<file path="config.mk">
export PLATFORM = sky130hd
export DESIGN_NAME = mtg_cell
export DESIGN_NICKNAME = d
export VERILOG_FILES = /design/src/mtg_cell.sv
export SDC_FILE = /design/constraint.sdc
export NUM_CORES = 1
export LEC_CHECK = 0
export BUFFER_PORTS_ARGS = -buffer_cell sky130_fd_sc_hd__buf_2
export CORE_MARGIN = 5
export CORE_UTILIZATION = 42
export CTS_CLUSTER_SIZE = 40
export DETAILED_ROUTE_END_ITERATION = 8
export PLACE_DENSITY_LB_ADDON = 0.05
export SLEW_MARGIN = 15
export SYNTH_ARGS = -nofsm -noshare
export SYNTH_HDL_FRONTEND = slang
export SYNTH_SLANG_ARGS = --single-unit
export TNS_END_PERCENT = 50
</file>
<file path="constraint.sdc">
create_clock -name aclk -period 0.9 [get_ports aclk]
set_clock_uncertainty 0.2 [all_clocks]
set_input_delay 0.135 -clock aclk [delete_from_list [all_inputs] [get_ports aclk]]
set_output_delay 0.135 -clock aclk [all_outputs]
set_load 0.01 [all_outputs]
</file>
<file path="src/mtg_cell.sv">
`timescale 1ns / 1ps

module mtg_cell (
    input  logic        aclk,
    input  logic        shift_en,
    input  logic [31:0] word_in,
    output logic [31:0] word_out
);

    logic [31:0] word_reg;

    // Take the neighbor's word whenever the ring advances
    always_ff @(posedge aclk) begin
        if (shift_en) begin
            word_reg <= word_in;
        end
    end

    assign word_out = word_reg;

endmodule

</file>
==> impl_metrics.tcl <==
set metrics [dict create \
    overflow 0 \
    syn_avg_cell_area_um2 30.0 \
    drive_above_1_share_pct 53.2 \
    synth_cells 32 \
    yosys-top-cells-area "edfxtp_1 (100%)" \
    seqCellArea_um2 961 \
    max-slew-margin-rel_pct 92.8 \
    finalHoldViolCount 2 \
    leakage_nw 0.781 \
    holdPathStages 2 \
    ys_seq_elements 32 \
    setup_tns_ps -8840 \
    placedInstanceArea_um2 1360 \
    grt_pass1_vias 787 \
    finalSetupViolations 42 \
    cp_cell_sequence "buf_2" \
    track_usage_pct 16.0 \
    antenna_found_initial 0 \
    rsz0062_at_grt "true" \
    max_stage_delay_ps 410 \
    start_util_pct 43.9 \
    multiInputGateArea_um2 0 \
    worst_slew_pin_slew_ps 108 \
    status "complete, but fails checks" \
    die_w_um 57.8 \
    worst-path-stages 1 \
    clk_pin_slew_ps 90 \
    cts_tree "yes" \
    cp-end-kind "primary output" \
    ir_drop_mv 1.53 \
    critical_path.top_delay_family "flip-flops" \
    yosys.area.top_type "edfxtp_1" \
    avgRoutedWirePerCell_um 14.3 \
    drc 0 \
    finalPower_mw 3.22 \
    cts_buffers 5 \
    stdcell_area_um2 1760 \
    synth.distinct_cells 1 \
    portBuffers 65 \
    min_period_over_period_pct 136 \
    fin_crit_ps 1220 \
    synthesis.nets 66 \
    cp_num_buf_inv 1 \
    rows 17 \
    cts_sinks 32 \
    post-route-util_pct 80.5 \
    synthToLayoutAreaGrowth_pct 83.5 \
    holdCritPathClass "in -> reg" \
    multi_input_cells 0 \
    fillers 114 \
    fin_nets 172 \
    pin_count 66 \
    worstPathArrival_ps 880 \
    critPathKind "reg -> out" \
    die-area_um2 3340 \
    ctsRootBufferMaster "clkbuf_4" \
    routed_wl_um 2390 \
    grt_max_degree 21 \
    synth_top_area_share_pct 100 \
    worst_path_max_delay_cell "edfxtp_1" \
    largest_reg_flops 32 \
    ys_warn_count 0 \
    powerDensity_nw_per_um2 1830 \
    core_area_um2 2190 \
    worstSetupStartpointType "flip-flop" \
    drtIter0Drc 18 \
    vias 702 \
    clock.fmax_mhz 820 \
    worst_hold_slack_ps -29.8 \
    syn_area_um2 961 \
    yosysSeqAreaShare_pct 100 \
    clockBufferDepth 2 \
    final_cell_mix "buf_2 (65), edfxtp_1 (32), dlygate4sd3_1 (30)" \
    dp_slack_ps -42.8 \
    violations "negative hold slack, negative setup slack" \
    report.final.slew_viol_count 0 \
    dr.pass1.iters 4 \
    crit_fanout 1 \
    cap_violations 0 \
    antenna_left 0 \
    mostFrequentLayoutCell "buf_2" \
    fp.dieH_um 57.8 \
    required_ps 560 \
    postCtsHoldBufs 32 \
    grt_pass1_wl_um 3680 \
    setup_ws_ps -320 \
    htree_levels 2 \
    gp_congestion 0.700 \
    vias_per_cell 4.20 \
    num_antenna_cells 0 \
]
cell type report:
| cell class | count | share of cell area [%] |
|---|---|---|
| repair buffers | 99 | 39.2 |
| flip-flops and latches | 32 | 54.5 |
| well taps | 28 | 1.99 |
| clock buffers | 6 | 2.34 |
| clock inverters | 2 | 1.99 |
stage by stage:
| step | hold WS (ps) | std cells |
|---|---|---|
| 6_report | -29.8 | 167 |
| 5_1_grt | -26.4 | 167 |
| 4_1_cts | 3.21 | 167 |
| 3_5_place_dp | 113 | 127 |
| 3_3_place_gp | 112 | 127 |
| 2_1_floorplan | 33.9 | 32 |
Yosys cell counts:
master,count
edfxtp_1,32
layer usage:
layer | vias up | global-route usage [%] | wire length [um]
li1 | 343 | - | -
met1 | 308 | 16.7 | 837
met2 | 45 | 26.6 | 1190
met3 | 6 | 8.24 | 301
met4 | 0 | 7.28 | 59
met5 | - | 0 | 0
kinds of logic after synthesis:
kind of cell | count (synthesis) | share of synthesized area [%]
flip-flops | 32 | 100
report_power, final:
| group | switching [mW] | total (mW) | internal [mW] |
|---|---|---|---|
| combinational | 0.169 | 0.401 | 0.232 |
| clock | 0.444 | 1.03 | 0.582 |
| sequential | 0.0288 | 1.80 | 1.77 |
| total | 0.642 | 3.22 | 2.58 |
worst paths after layout:
check | from | to | slack [ps]
max | word_out[19] | word_out[19] | -320
min | word_in[15] | word_out[15] | -30
timing repair:
| item | in CTS | in global routing |
|---|---|---|
| endpoints found under the hold margin | 32 | 4 |
| setup endpoints to repair | 32 | 34 |
| resized for setup | 0 | 2 |
| cloned | 0 | 0 |
| buffers inserted | 0 | 0 |
Power figures use the tool's default switching activity.
