$ cat src/mtg_pkg.sv
`timescale 1ns / 1ps

package mtg_pkg;

    // Ring geometry
    localparam int STATE_WORDS  = 624;
    localparam int TWIST_OFFSET = 397;
    localparam int POS_W        = $clog2(STATE_WORDS);
    localparam int LAST_CELL    = STATE_WORDS - 1;

    // Operation codes
    localparam logic OP_GENERATE = 1'b0;
    localparam logic OP_RESEED   = 1'b1;

    // Recurrence and tempering constants
    localparam logic [31:0] TWIST_XOR = 32'h9908_b0df;
    localparam logic [31:0] TEMPER_B  = 32'h9d2c_5680;
    localparam logic [31:0] TEMPER_C  = 32'hefc6_0000;
    localparam logic [31:0] SEED_MULT = 32'd1812433253;
    localparam logic [31:0] HIGH_BIT  = 32'h8000_0000;
    localparam logic [31:0] LOW_BITS  = 32'h7fff_ffff;

    localparam logic [POS_W-1:0] SEED_LAST = POS_W'(STATE_WORDS - 1);

    // Seeder status handed to the top level
    typedef struct packed {
        logic        busy;
        logic [31:0] word;
    } seed_ctl_t;

endpackage

$ cat src/mtg_seeder.sv
`timescale 1ns / 1ps

module mtg_seeder (
    input  logic                    aclk,
    input  logic                    aresetn,
    input  logic                    start,
    input  logic [31:0]             seed_value,
    output mtg_pkg::seed_ctl_t      ctl
);

    logic                      busy_reg, busy_next;
    logic [mtg_pkg::POS_W-1:0] count_reg, count_next;
    logic [31:0]               word_reg, word_next;
    logic [31:0]               mixed;
    logic [31:0]               product;
    logic [mtg_pkg::POS_W-1:0] index_next;

    // Next word of the seeding recurrence
    always_comb begin
        mixed      = word_reg ^ (word_reg >> 30);
        product    = mtg_pkg::SEED_MULT * mixed;
        index_next = count_reg + 1'b1;
    end

    // Walk the ring once, one word per cycle
    always_comb begin
        busy_next  = busy_reg;
        count_next = count_reg;
        word_next  = word_reg;
        if (start) begin
            busy_next  = 1'b1;
            count_next = '0;
            word_next  = seed_value;
        end else if (busy_reg) begin
            word_next  = product + {{(32 - mtg_pkg::POS_W){1'b0}}, index_next};
            count_next = index_next;
            if (count_reg == mtg_pkg::SEED_LAST) begin
                busy_next = 1'b0;
            end
        end
    end

    always_ff @(posedge aclk) begin
        if (!aresetn) begin
            busy_reg  <= 1'b0;
            count_reg <= '0;
        end else begin
            busy_reg  <= busy_next;
            count_reg <= count_next;
        end
    end

    always_ff @(posedge aclk) begin
        word_reg <= word_next;
    end

    assign ctl.busy = busy_reg;
    assign ctl.word = word_reg;

endmodule

$ cat config.mk
export PLATFORM = sky130hd
export DESIGN_NAME = mtg_seeder
export DESIGN_NICKNAME = d
export VERILOG_FILES = /design/src/mtg_pkg.sv /design/src/mtg_seeder.sv
export SDC_FILE = /design/constraint.sdc
export NUM_CORES = 1
export LEC_CHECK = 0
export BUFFER_PORTS_ARGS = -buffer_cell sky130_fd_sc_hd__buf_4
export CAP_MARGIN = 20
export CORE_MARGIN = 2
export CORE_UTILIZATION = 58
export CTS_BUF_LIST = sky130_fd_sc_hd__clkbuf_16
export DETAILED_ROUTE_END_ITERATION = 7
export PLACE_DENSITY = 0.76
export SETUP_SLACK_MARGIN = 0.4
export SYNTH_ARGS = -nofsm -noshare
export SYNTH_HDL_FRONTEND = slang
export SYNTH_SLANG_ARGS = --single-unit
$ cat constraint.sdc
create_clock -name aclk -period 6.8 [get_ports aclk]
set_input_delay 0.68 -clock aclk [delete_from_list [all_inputs] [get_ports aclk]]
set_output_delay 0.68 -clock aclk [all_outputs]
set_load 0.05 [all_outputs]
==> metrics <==
final WL 25900 um; DRC 0; sequential share of the synthesized area 11.5%; cts hold-fix bufs 0; worst-path maximum fanout 6; hold-critical path depth 2; routed vias 7472; Area growth syn-to-layout 14.6%; Worst Hold Path EP count_reg[0]; Ys Warns 0; first-pass GRT wire length 41500 um; initial antenna violation count 0; reg2reg end word_reg[24]; grt met1 use 38.7%; fraction of layout cells with a size suffix above 1 16.1%; largest net degree at the start of global routing 59; Clock Pin Slew Worst Setup and Hold Paths 0.07 ns; WP data arrival 6.38 ns; busiest grt layer met2; row count 48; DR iter-0 viols 470; fin. max-slew vios 0; crit share post-route 93.1%; Worst Path Required 6.86 ns; achievable frequency 158 MHz; die width 137 um; WL/cell 19.4 um; post-DP HPWL 21600 um; synthesized instance count 1006; final RePlAce weighted congestion 0.923; CTS tree done; number of flops mapped to enable cells by yosys 32; Synth Register Bits 43; post-layout util 68.0%; Tmin final 6.33 ns; CTS Buffer Depth 2; Setup CP Type register to register; gr usage total 29.7%; outcome complete, no violations; met2 usage 50.7%; min-delay src count_reg[0]; I/O pins 68; final antenna-violating net count 0; Synth cell types 57; worst r2r path cells 21; clk_lat worst skew 0.30 ns; top_reg_cell synth edfxtp_1; CTS Buf Count 5; setup TNS 0 ns; post-route cell area 11800 um2; MaxCap Viol Count 0; die height 137 um; DP Area 11200 um2; final hold vios 0; drt first pass iters 5; cell area after synthesis 10300 um2; reg2reg start word_reg[11]; fraction of registers with async set/reset 0%; Final nets 1536; Slew HR 37.4%; # port buffers 67; Worst setup EP type register; CTS Sinks 43; vias in the first global route 7966; Die Footprint 18800 um2; vias per cell 5.59; number of flip-flops under the largest register name 32; Clock Root Buffer clkbuf_16; Starting Density 59.3%; Mapped Avg Cell Area 10.2 um2; total gr overflow 0; worst clock skew 0.0105 ns; Syn Nets 1432; CP Launch Type register; r2r setup slk 0.47 ns; H-Tree Level Count 2; worst min-delay path category register to register; RSZ-0062 raised after global routing yes; met3 usage 4.04%; pin slew with the least headroom to its limit 0.939 ns; final setup fails 0; CORE AREA 17300 um2; # diodes 0
-- stage by stage --
stage | worst slack, ns | std cells | hold WS, ns
final | 0.471 | 1336 | 0.538
after detailed placement | 0.280 | 1307 | 0.531
after CTS | 0.386 | 1319 | 0.547
after global routing | 0.210 | 1336 | 0.567
after floorplan | 0.346 | 1006 | 0.479
after global placement | 0.377 | 1307 | 0.509
-- cell usage in the layout, fill, tap and decap left out, types with 4 or more instances in the layout --
cell / n
o21ai_1: 14
nand4_1: 5
dfxtp_1: 9
and2_1: 5
fa_1: 152
o21ai_0: 21
xnor2_1: 45
a21oi_1: 18
nor2_1: 18
edfxtp_1: 32
buf_4: 110
a221oi_2: 4
a21o_1: 8
ha_2: 5
ha_1: 225
nand3_1: 8
inv_1: 256
a21oi_2: 4
xor2_2: 4
ha_4: 8
o211ai_1: 6
a211oi_1: 6
nand2_1: 41
and3_1: 5
xor2_1: 23
mux2_2: 5
clkbuf_16: 6
-- cell usage after synthesis, types with 2 or more instances --
cell,n,area [um2]
nand2_1,41,154
a31oi_1,2,12.5
o211ai_1,6,45.0
dfxtp_1,11,220
xor2_1,27,236
a31o_1,3,26.3
xnor2_1,46,403
nand3_1,9,45.0
inv_1,259,972
nand4_1,5,31.3
or2_2,3,18.8
a21o_2,2,17.5
edfxtp_1,32,961
fa_1,153,3060
a21oi_1,25,125
nor2_1,20,75.1
o21ai_0,22,110
nor3_1,4,20.0
nor2b_1,3,18.8
clkbuf_1,11,41.3
a211oi_1,6,45.0
and3_1,8,50.1
a221oi_2,3,45.0
mux2_2,5,56.3
a311o_1,2,20.0
o31ai_1,3,22.5
ha_1,238,2980
a21o_1,8,60.1
and2_1,5,31.3
o21a_1,2,15.0
o21ai_1,14,70.1
nand2b_1,3,18.8
-- per-layer routing --
layer / vias up / routed length (um)
met4: 0 / 1050
met1: 3683 / 10700
li1: 3442 / -
met2: 273 / 12600
met5: - / 0
met3: 74 / 1540
-- cells by family after synthesis --
kind of cell	after synthesis	share of synthesized area [%]
fa+ha+maj	391	58.8
simple gates	106	4.89
buf+inv	274	10.1
flops	43	11.5
xor+xnor	73	6.23
compound gates	113	7.74
mux	6	0.646
-- cell type report --
cell class              instances  area (um2)
clock buffers                   6         150
clock inverters                 2        13.8
fillers                      1329        5540
inverters                     260         976
multi-input cells             689        8310
flip-flops and latches         43        1180
well taps                     225         282
repair buffers                111         846
-- worst max-delay path, stage by stage (launching register included) --
cell,delay [ns]
edfxtp_1,0.54
ha_1,0.38
ha_4,0.23
fa_1,0.49
inv_1,0.05
fa_1,0.48
inv_1,0.06
fa_1,0.50
inv_1,0.06
fa_1,0.53
inv_1,0.05
fa_1,0.49
inv_1,0.06
fa_1,0.48
inv_1,0.04
ha_1,0.31
and2_1,0.23
a22o_1,0.25
nor2_2,0.19
o21ai_1,0.13
and4b_1,0.22
o32a_1,0.33
-- worst max path at each step --
stage	startpoint	to	slack [ns]
after detailed placement	count_reg[0]	word_reg[29]	0.28
after global routing	word_reg[17]	word_reg[31]	0.21
after floorplan	word_reg[31]	word_reg[29]	0.35
final	word_reg[11]	word_reg[24]	0.47
after CTS	word_reg[3]	word_reg[29]	0.39
after global placement	count_reg[0]	word_reg[29]	0.38
-- what timing repair did --
item,in CTS,in global routing
pin swaps,2,13
setup buffers,4,17
resized for setup,4,35
setup endpoints to repair,5,18
Power is left out: the tool's default activity adds up to more than one toggle a clock period on the data nets, which glitch-free logic cannot reach.
