File: src/mtg_pkg.sv
`timescale 1ns / 1ps

package mtg_pkg;

    // Ring geometry
    localparam int STATE_WORDS  = 624;
    localparam int TWIST_OFFSET = 397;
    localparam int POS_W        = $clog2(STATE_WORDS);
    localparam int LAST_CELL    = STATE_WORDS - 1;

    // Operation codes
    localparam logic OP_GENERATE = 1'b0;
    localparam logic OP_RESEED   = 1'b1;

    // Recurrence and tempering constants
    localparam logic [31:0] TWIST_XOR = 32'h9908_b0df;
    localparam logic [31:0] TEMPER_B  = 32'h9d2c_5680;
    localparam logic [31:0] TEMPER_C  = 32'hefc6_0000;
    localparam logic [31:0] SEED_MULT = 32'd1812433253;
    localparam logic [31:0] HIGH_BIT  = 32'h8000_0000;
    localparam logic [31:0] LOW_BITS  = 32'h7fff_ffff;

    localparam logic [POS_W-1:0] SEED_LAST = POS_W'(STATE_WORDS - 1);

    // Seeder status handed to the top level
    typedef struct packed {
        logic        busy;
        logic [31:0] word;
    } seed_ctl_t;

endpackage

File: src/mtg_twist.sv
`timescale 1ns / 1ps

module mtg_twist (
    input  logic [31:0] word_cur,
    input  logic [31:0] word_succ,
    input  logic [31:0] word_far,
    input  logic [5:0]  out_bits,
    output logic [31:0] word_new,
    output logic [31:0] word_result
);

    logic [31:0] y;
    logic [31:0] t0, t1, t2, t3;
    logic [31:0] keep_mask;

    // Twist one word, then temper it and keep the top bits
    always_comb begin
        y = (word_cur & mtg_pkg::HIGH_BIT) | (word_succ & mtg_pkg::LOW_BITS);
        word_new = word_far ^ (y >> 1) ^ (y[0] ? mtg_pkg::TWIST_XOR : 32'h0);
        t0 = word_new ^ (word_new >> 11);
        t1 = t0 ^ ((t0 << 7) & mtg_pkg::TEMPER_B);
        t2 = t1 ^ ((t1 << 15) & mtg_pkg::TEMPER_C);
        t3 = t2 ^ (t2 >> 18);
        // counts of 32 and above shift everything out and keep the whole word
        keep_mask   = ~(32'hffff_ffff >> out_bits);
        word_result = t3 & keep_mask;
    end

endmodule

File: config.mk
export PLATFORM = sky130hd
export DESIGN_NAME = mtg_twist
export DESIGN_NICKNAME = d
export VERILOG_FILES = /design/src/mtg_pkg.sv /design/src/mtg_twist.sv
export SDC_FILE = /design/constraint.sdc
export NUM_CORES = 1
export LEC_CHECK = 0
export ABC_AREA = 1
export BUFFER_PORTS_ARGS = -buffer_cell sky130_fd_sc_hd__buf_2
export CORE_UTILIZATION = 41
export DETAILED_ROUTE_END_ITERATION = 10
export PLACE_DENSITY = 0.92
export SYNTH_ARGS = -nofsm -noshare
export SYNTH_HDL_FRONTEND = slang
export SYNTH_SLANG_ARGS = --single-unit
File: constraint.sdc
create_clock -name vclk -period 1.9
set_input_delay 0.19 -clock vclk [all_inputs]
set_output_delay 0.19 -clock vclk [all_outputs]
set_load 0.01 [all_outputs]
==> results of run 1 <==
==> final cells by class <==
cell class	instances	area, um^2
Fill cell	510	2113
Multi-Input combinational cell	369	1943
Timing Repair Buffer	145	768.2
Inverter	66	260.3
Tap cell	70	87.58
==> cell usage in the layout, fill, tap and decap left out, drive strengths merged <==
master  count
clkinv      1
o21ai      11
nand3      56
a22oi       2
o21a        2
inv        65
nand3b      3
a21oi      19
and2        1
o221ai      1
a21boi      1
a211oi      1
xnor2      15
nor2       34
nand2     194
a31oi       1
buf       145
xor2       28
==> cells by family (layout without fill, tap and decap cells) <==
family | Yosys count | count (layout) | synth area share
XOR/XNOR | 43 | 43 | 0.1914
AND/OR/NAND/NOR | 288 | 288 | 0.5753
buffers and inverters | 73 | 211 | 0.1395
AO/OA/AOI/OAI | 38 | 38 | 0.09375
==> worst max-delay path, cell delays in order <==
cell and delay [ns]:
buf_4 0.17, clkinv_8 0.09, buf_4 0.14, buf_4 0.12, xor2_1 0.21, xor2_1 0.23, o21ai_0 0.11, a21oi_1 0.14
buf_2 0.15
==> power groups by stage <==
stage	sequential [mW]	clock, mW	combinational, mW
CTS	0	0	1.31
global route	0	0	1.48
finish	0	0	1.33
detailed placement	0	0	1.30
floorplan	0	0	0.857
global placement	0	0	1.27
==> through the flow <==
stage / instances / TNS, ns
after floorplan: 442 / 0
after global placement: 644 / 0
after detailed placement: 644 / -0.02084
after CTS: 644 / 0
after global routing: 650 / -0.01523
final: 650 / 0
==> how the worst max path moves through the flow <==
| stage | startpoint | to | slack [ns] | cells after the start |
|---|---|---|---|---|
| after floorplan | word_succ[0] | word_result[12] | 0.46 | 10 |
| after global placement | word_succ[0] | word_result[9] | 0.08 | 15 |
| after detailed placement | word_succ[0] | word_result[13] | -0.02 | 10 |
| after CTS | word_succ[0] | word_result[9] | 0.05 | 15 |
| after global routing | word_succ[0] | word_result[4] | -0.02 | 14 |
| final | word_succ[0] | word_result[13] | 0.14 | 9 |
==> Yosys cell counts <==
master | count | area, um^2
buf_2 | 2 | 10.01
nor2_4 | 1 | 11.26
nand3b_1 | 3 | 22.52
xnor2_1 | 14 | 122.6
nand3_1 | 47 | 235.2
a211oi_1 | 1 | 7.510
nand2_1 | 179 | 671.9
o221ai_1 | 1 | 8.760
o21a_1 | 2 | 15.01
inv_2 | 4 | 15.01
buf_6 | 2 | 22.52
nand2_4 | 1 | 11.26
a22oi_1 | 2 | 15.01
o21ai_0 | 10 | 50.05
a31oi_1 | 1 | 6.260
a21oi_1 | 19 | 95.09
o21ai_1 | 1 | 5.000
nand3_4 | 2 | 35.03
xor2_2 | 6 | 97.59
clkbuf_1 | 2 | 7.510
xnor2_2 | 1 | 16.27
and2_4 | 1 | 8.760
xor2_1 | 22 | 192.7
a21boi_0 | 1 | 7.510
nand2_2 | 14 | 87.58
inv_6 | 1 | 8.760
buf_12 | 1 | 20.02
nor2_1 | 28 | 105.1
inv_1 | 61 | 229.0
nand3_2 | 7 | 70.07
nor2_2 | 5 | 31.28
==> metal layers <==
metal,global-route usage,wire (um),vias up
met5,0,0,-
met4,0.05577,130,0
met3,0.01205,499,12
met2,0.4409,3480,105
met1,0.2884,2919,1393
li1,-,-,1640
==> repair_timing <==
| action | CTS | global route |
|---|---|---|
| resized for setup | 2 | 8 |
| setup endpoints to repair | 1 | 8 |
| pin swaps | 0 | 0 |
| buffers inserted | 0 | 6 |
==> results.yml, run 1 <==
power:
  p_per_area_nw_per_um2: 436.0
  p_seq_frac: 0
  p_leak_nw: 1.965
  p_sw_frac: 0.6086
  clockPowerShare: 0
  power_mw: 1.334
  vdd_drop_max_uv: 218.5
  p_int_mw: 0.5220
  p_comb_frac: 1.000
  p_sw_mw: 0.8119
route:
  routed_wl_mm: 7.030
  vias: 3150
  drcViolationCount: 0
  firstDrtPassIters: 4
  drt_iter0_drc: 152
  drt.antenna.violating_nets: 0
  routedWlPerCell_um: 10.82
  vias_per_cell: 4.846
sta:
  tightestPinTransition_ns: 0.3759
  drv_slew: 0
  period_needed_ns: 1.757
  timing.final.ws_setup_ns: 0.1435
  max_freq_mhz: 569.3
  setup_viol_count_final: 0
  min_period_over_period: 0.9245
  slew_headroom: 0.7485
  finalHoldViolCount: 0
  hold_ws_ns: 0.6928
floorplanning:
  ios: 166
  core_um2: 5172
  die_x_um: 75.95
  die_area_um2: 5768
  initial_utilization: 0.4335
  die_y_um: 75.95
  row_count: 26
final_layout:
  clockBufferCount: 0
  antennaDiodeCount: 0
  seq_cells: 0
  nets: 684
  seq_area_um2: 0
  final_area_um2: 3059
  drive_above_1_share: 0.3293
  finalCoreUtilization: 0.5914
  area_delta_synth_final_pct: 36.44
grt:
  grt_pass1_vias: 2817
  grt_max_degree: 16
  grt_util_all_layers: 0.2340
  grt_overflow_total: 0
  grt_antenna_before_repair: 0
  grt_pass1_wl_mm: 11.50
status:
  status: "finished clean"
critical_path:
  required_ns: 1.71
  cp-start-kind: "input port"
  endpoint_kind: "output port"
  worstPathMaxFanout: 9
  arrival_ns: 1.57
  criticalPathCategory: "in -> out"
synth:
  synth.distinct_cells: 31
  yosys_warnings: 0
  postSynthAreaPerCell_um2: 5.073
  ys_seq_area_frac: 0
  synth_cells: 442
  synth_area_um2: 2242
  synth_nets: 544
hold_path:
  worstHoldPathCells: 3
  hold_path.class: "in -> out"
  min_to: "word_new[5]"
  hold_path.startpoint: "word_far[5]"
clock_tree:
  cts_hold_buf: 0
flow_run:
  cap_violations: 0
place:
  io_buffers: 134
  hpwl_mm: 6.113
  routabilityCongestion: 0.9225
  dpl_worst_slack_ns: -0.02084
  dpl_cell_area_um2: 2978
(Power assumes the default switching activity.)
==> inputs of run 2 (changes only) <==
==> constraint.sdc (replaced) <==
create_clock -name vclk -period 1.9
set_input_delay 0 -clock vclk [all_inputs]
set_output_delay 0 -clock vclk [all_outputs]
set_load 0.01 [all_outputs]
==> run 2 against run 1 <==
Final cell count decreased by 1.4%. Setup slack better by 0.15 ns. First-iteration DRC count is 33% higher. Final area shrank 3.4%. Clock-buffer cell count stayed put. Worst hold slack got worse by 0.37 ns. Via count grew 1.4%. Non-clock buffer count decreased by 9. Largest cell class unchanged. Global-route usage barely moved. Sequential cell count is the same. Total power shrank 1.0%. Combinational power barely moved.
==> results.yml, run 2 (same netlist as run 1, synthesis figures left out) <==
status:
  status: "finished clean"
critical_path:
  crit_start: "word_succ[0]"
  cp-start-kind: "input port"
  path_cells: "buf_2, inv_6, nand2_1, nand2_1, nand2_1, nand3_1, nand2_2, nand2_2, nand2_2, nand2_1, nand3_1, nand2_1, nor2_2, buf_2"
  worstPathMaxFanout: 15
  criticalPathCategory: "in -> out"
  slowest_delay_ns: 0.30
  slowest_stage: "buf_2"
  arrival_ns: 1.60
  cpMostUsedCell: "nand2_1"
  required_ns: 1.90
  endpoint_kind: "output port"
power:
  p_leak_nw: 1.911
  p_per_area_nw_per_um2: 446.8
  vdd_drop_max_uv: 234.5
sta:
  final.setup.tns_ns: 0
  rsz0062_at_grt: "no"
  min_period_over_period: 0.8435
  setup_viol_count_final: 0
  drv_slew: 0
  finalHoldViolCount: 0
  tightestPinTransition_ns: 0.3922
  max_freq_mhz: 624.0
  slew_headroom: 0.7376
  period_needed_ns: 1.603
grt:
  grt_util_all_layers: 0.2338
  grt_pass1_wl_mm: 11.61
  grt_pass1_vias: 2770
  grt_max_degree: 16
  grt_antenna_before_repair: 0
  grt_overflow_total: 0
floorplanning:
  die_x_um: 75.95
  row_count: 26
  ios: 166
  die_y_um: 75.95
  core_um2: 5172
  initial_utilization: 0.4335
  die_area_um2: 5768
final_layout:
  area_delta_synth_final_pct: 31.81
  final_common_cell: "nand2_1"
  fillers: 529
  seq_area_um2: 0
  antennaDiodeCount: 0
  seq_cells: 0
  multiInputGateArea_um2: 1929
  mostFrequentLayoutCells: "nand2_1, buf_2, inv_1, nand3_1, nor2_1"
  clockBufferCount: 0
  finalCoreUtilization: 0.5714
  nets: 675
  drive_above_1_share: 0.3135
route:
  vias: 3195
  routed_wl_mm: 7.106
  vias_per_cell: 4.984
  drcViolationCount: 0
  routedWlPerCell_um: 11.09
  drt.antenna.violating_nets: 0
  drt_iter0_drc: 202
  firstDrtPassIters: 5
clock_tree:
  cts_hold_buf: 0
  post_cts_resized: 0
  cts_setup_buffers: 0
place:
  hpwl_mm: 6.165
  routabilityCongestion: 0.8985
  io_buffers: 134
flow_run:
  cap_violations: 0
hold_path:
  hold_path.class: "in -> out"
  hold_path.startpoint: "word_far[5]"
run 2: cell types whose count changed in the layout (fill, tap and decap cells not counted), sizes merged:
cell and delta:
clkinv -1, buf -9, inv +1
run 2: report_power, final:
group | total, mW | internal, mW | leakage [nW] | switching, mW
registers | 0 | 0 | 0 | 0
logic | 1.32 | 0.504 | 1.91 | 0.816
clock network | 0 | 0 | 0 | 0
total | 1.32 | 0.504 | 1.91 | 0.816
run 2: worst paths after layout:
path              cells after the start  slack [ns]             end
setup / recovery                     14        0.30  word_result[4]
hold / removal                        3        0.32     word_new[5]
run 2: metal layers:
layer  GRT usage  vias to the layer above  routed length (um)
met3     0.02048                       10                 506
li1            -                     1631                   -
met2      0.4355                      140                3440
met5           0                        -                   0
met1      0.2926                     1414                3044
met4     0.04038                        0                 114
run 2: critical path, delay by kind of cell:
family / cells / cell delay (ns)
buf+inv: 3 / 0.59
simple gates: 11 / 0.99
run 2: layout make-up:
type,instances,area share
multi-input cells,369,0.6528
repair buffers,136,0.2320
inverters,66,0.08552
well taps,70,0.02964
run 2: per-stage QoR:
| stage | setup slack (ns) | total power, mW | cells | hold slack, ns | cell area, um^2 |
|---|---|---|---|---|---|
| 6_report | 0.2973 | 1.320 | 641 | 0.3197 | 2955 |
| 3_5_place_dp | 0.3269 | 1.307 | 641 | 0.3178 | 2955 |
| 5_1_grt | 0.1178 | 1.466 | 641 | 0.3439 | 2955 |
| 2_1_floorplan | 0.8413 | 0.8572 | 442 | 0.07706 | 2242 |
| 3_3_place_gp | 0.4091 | 1.273 | 641 | 0.3011 | 2955 |
| 4_1_cts | 0.3236 | 1.312 | 641 | 0.3175 | 2955 |
==> inputs of run 3 (changes only) <==
- clock period: 1.9 -> 1.5 ns (I/O delays scaled with it)
==> run 3 against run 2 <==
Combinational power is 29% higher. Critical path depth is 3 lower. Final cell count is 1.2% higher. First-iteration DRC count is 0.99% higher. Die area stayed put. Total power is 28% higher. Setup slack worse by 0.16 ns. Worst hold slack better by 0.0047 ns. Via count is 1.3% higher. Final area is 2.8% higher. Clock-buffer cell count stayed put. Global-route usage is 0.56 points higher. Highest routed layer unchanged.
==> results.yml, run 3 (same netlist as run 1, synthesis figures left out) <==
status:
  status: "finished clean"
final_layout:
  drive_above_1_share: 0.3247
  fillers: 509
  seq_cells: 0
  area_delta_synth_final_pct: 35.55
  antennaDiodeCount: 0
  final_common_cell: "nand2_1"
  clockBufferCount: 0
  mostFrequentLayoutCells: "nand2_1, buf_2, inv_1, nand3_1, nor2_1"
  multiInputGateArea_um2: 1932
  nets: 683
  seq_area_um2: 0
sta:
  drv_slew: 0
  finalHoldViolCount: 0
  period_needed_ns: 1.365
  max_freq_mhz: 732.6
  setup_viol_count_final: 0
  min_period_over_period: 0.9101
  tightestPinTransition_ns: 0.4063
  final.setup.tns_ns: 0
  rsz0062_at_grt: "no"
  slew_headroom: 0.7282
  timing.final.ws_setup_ns: 0.1349
place:
  dpl_worst_slack_ns: 0.03444
  io_buffers: 134
  routabilityCongestion: 0.9329
  hpwl_mm: 6.361
floorplanning:
  row_count: 26
  ios: 166
  initial_utilization: 0.4335
  die_y_um: 75.95
  core_um2: 5172
  die_area_um2: 5768
  die_x_um: 75.95
critical_path:
  cpMostUsedCell: "nand2_2"
  cp-start-kind: "input port"
  slowest_stage: "xnor2_1"
  worstPathMaxFanout: 4
  path_delay_family: "simple AND/OR/NAND/NOR gates"
  criticalPathCategory: "in -> out"
  slowest_delay_ns: 0.29
  arrival_ns: 1.37
  critPathBufInv: 2
  endpoint_kind: "output port"
  path_cells: "buf_2, xnor2_1, nand3_1, nand2_2, nand2_2, nand2_2, nand2_1, nand3_1, nand2_1, nor2_2, buf_2"
  required_ns: 1.50
grt:
  grt_max_degree: 14
  use_met2: 0.4464
  grt_pass1_vias: 2878
  grt_util_all_layers: 0.2393
  grt_antenna_before_repair: 0
  grt_pass1_wl_mm: 11.81
  met3_usage: 0.01205
  met1_usage: 0.2913
  grt.busiest_layer: "met2"
  grt_overflow_total: 0
power:
  p_leak_nw: 1.958
  vdd_drop_max_uv: 309.3
  p_per_area_nw_per_um2: 557.7
  power_mw: 1.695
route:
  firstDrtPassIters: 4
  drt.antenna.violating_nets: 0
  vias_per_cell: 4.989
  drt_iter0_drc: 204
  routed_wl_mm: 7.283
  vias: 3238
  routedWlPerCell_um: 11.22
  drcViolationCount: 0
flow_run:
  cap_violations: 0
hold_path:
  hold_path.class: "in -> out"
run 3: final timing paths:
check / from / end / cells past startpoint
setup / recovery: word_succ[19] / word_result[4] / 11
hold / removal: word_far[5] / word_new[5] / 3
run 3: report_power, final:
group	switching (mW)	leakage (nW)	internal (mW)
combinational	1.04	1.96	0.658
clock	0	0	0
sequential	0	0	0
total	1.04	1.96	0.658
run 3: cell type report:
type / instances / area share
Multi-Input combinational cell: 369 / 0.6357
Tap cell: 70 / 0.02882
Inverter: 66 / 0.08563
Timing Repair Buffer: 144 / 0.2499
run 3: through the flow:
stage               cell area [um^2]  utilization  hold WS (ns)  cells
floorplan                       2242            -       0.07706    442
finish                          3039       0.5876        0.3243    649
detailed placement              2985       0.5772        0.3203    645
global route                    3039       0.5876        0.3475    649
CTS                             2985       0.5772        0.3206    645
global placement                2985       0.5772        0.3025    645
run 3: what timing repair did:
action                     in CTS  in global routing
resized for setup               0                  8
hold buffers                    0                  0
setup buffers                   0                  4
setup endpoints to repair       0                 12
run 3: routing by layer:
layer,up-vias,share of wire
met5,-,0
met4,0,0.030
met3,20,0.069
met2,139,0.49
met1,1434,0.41
li1,1645,-
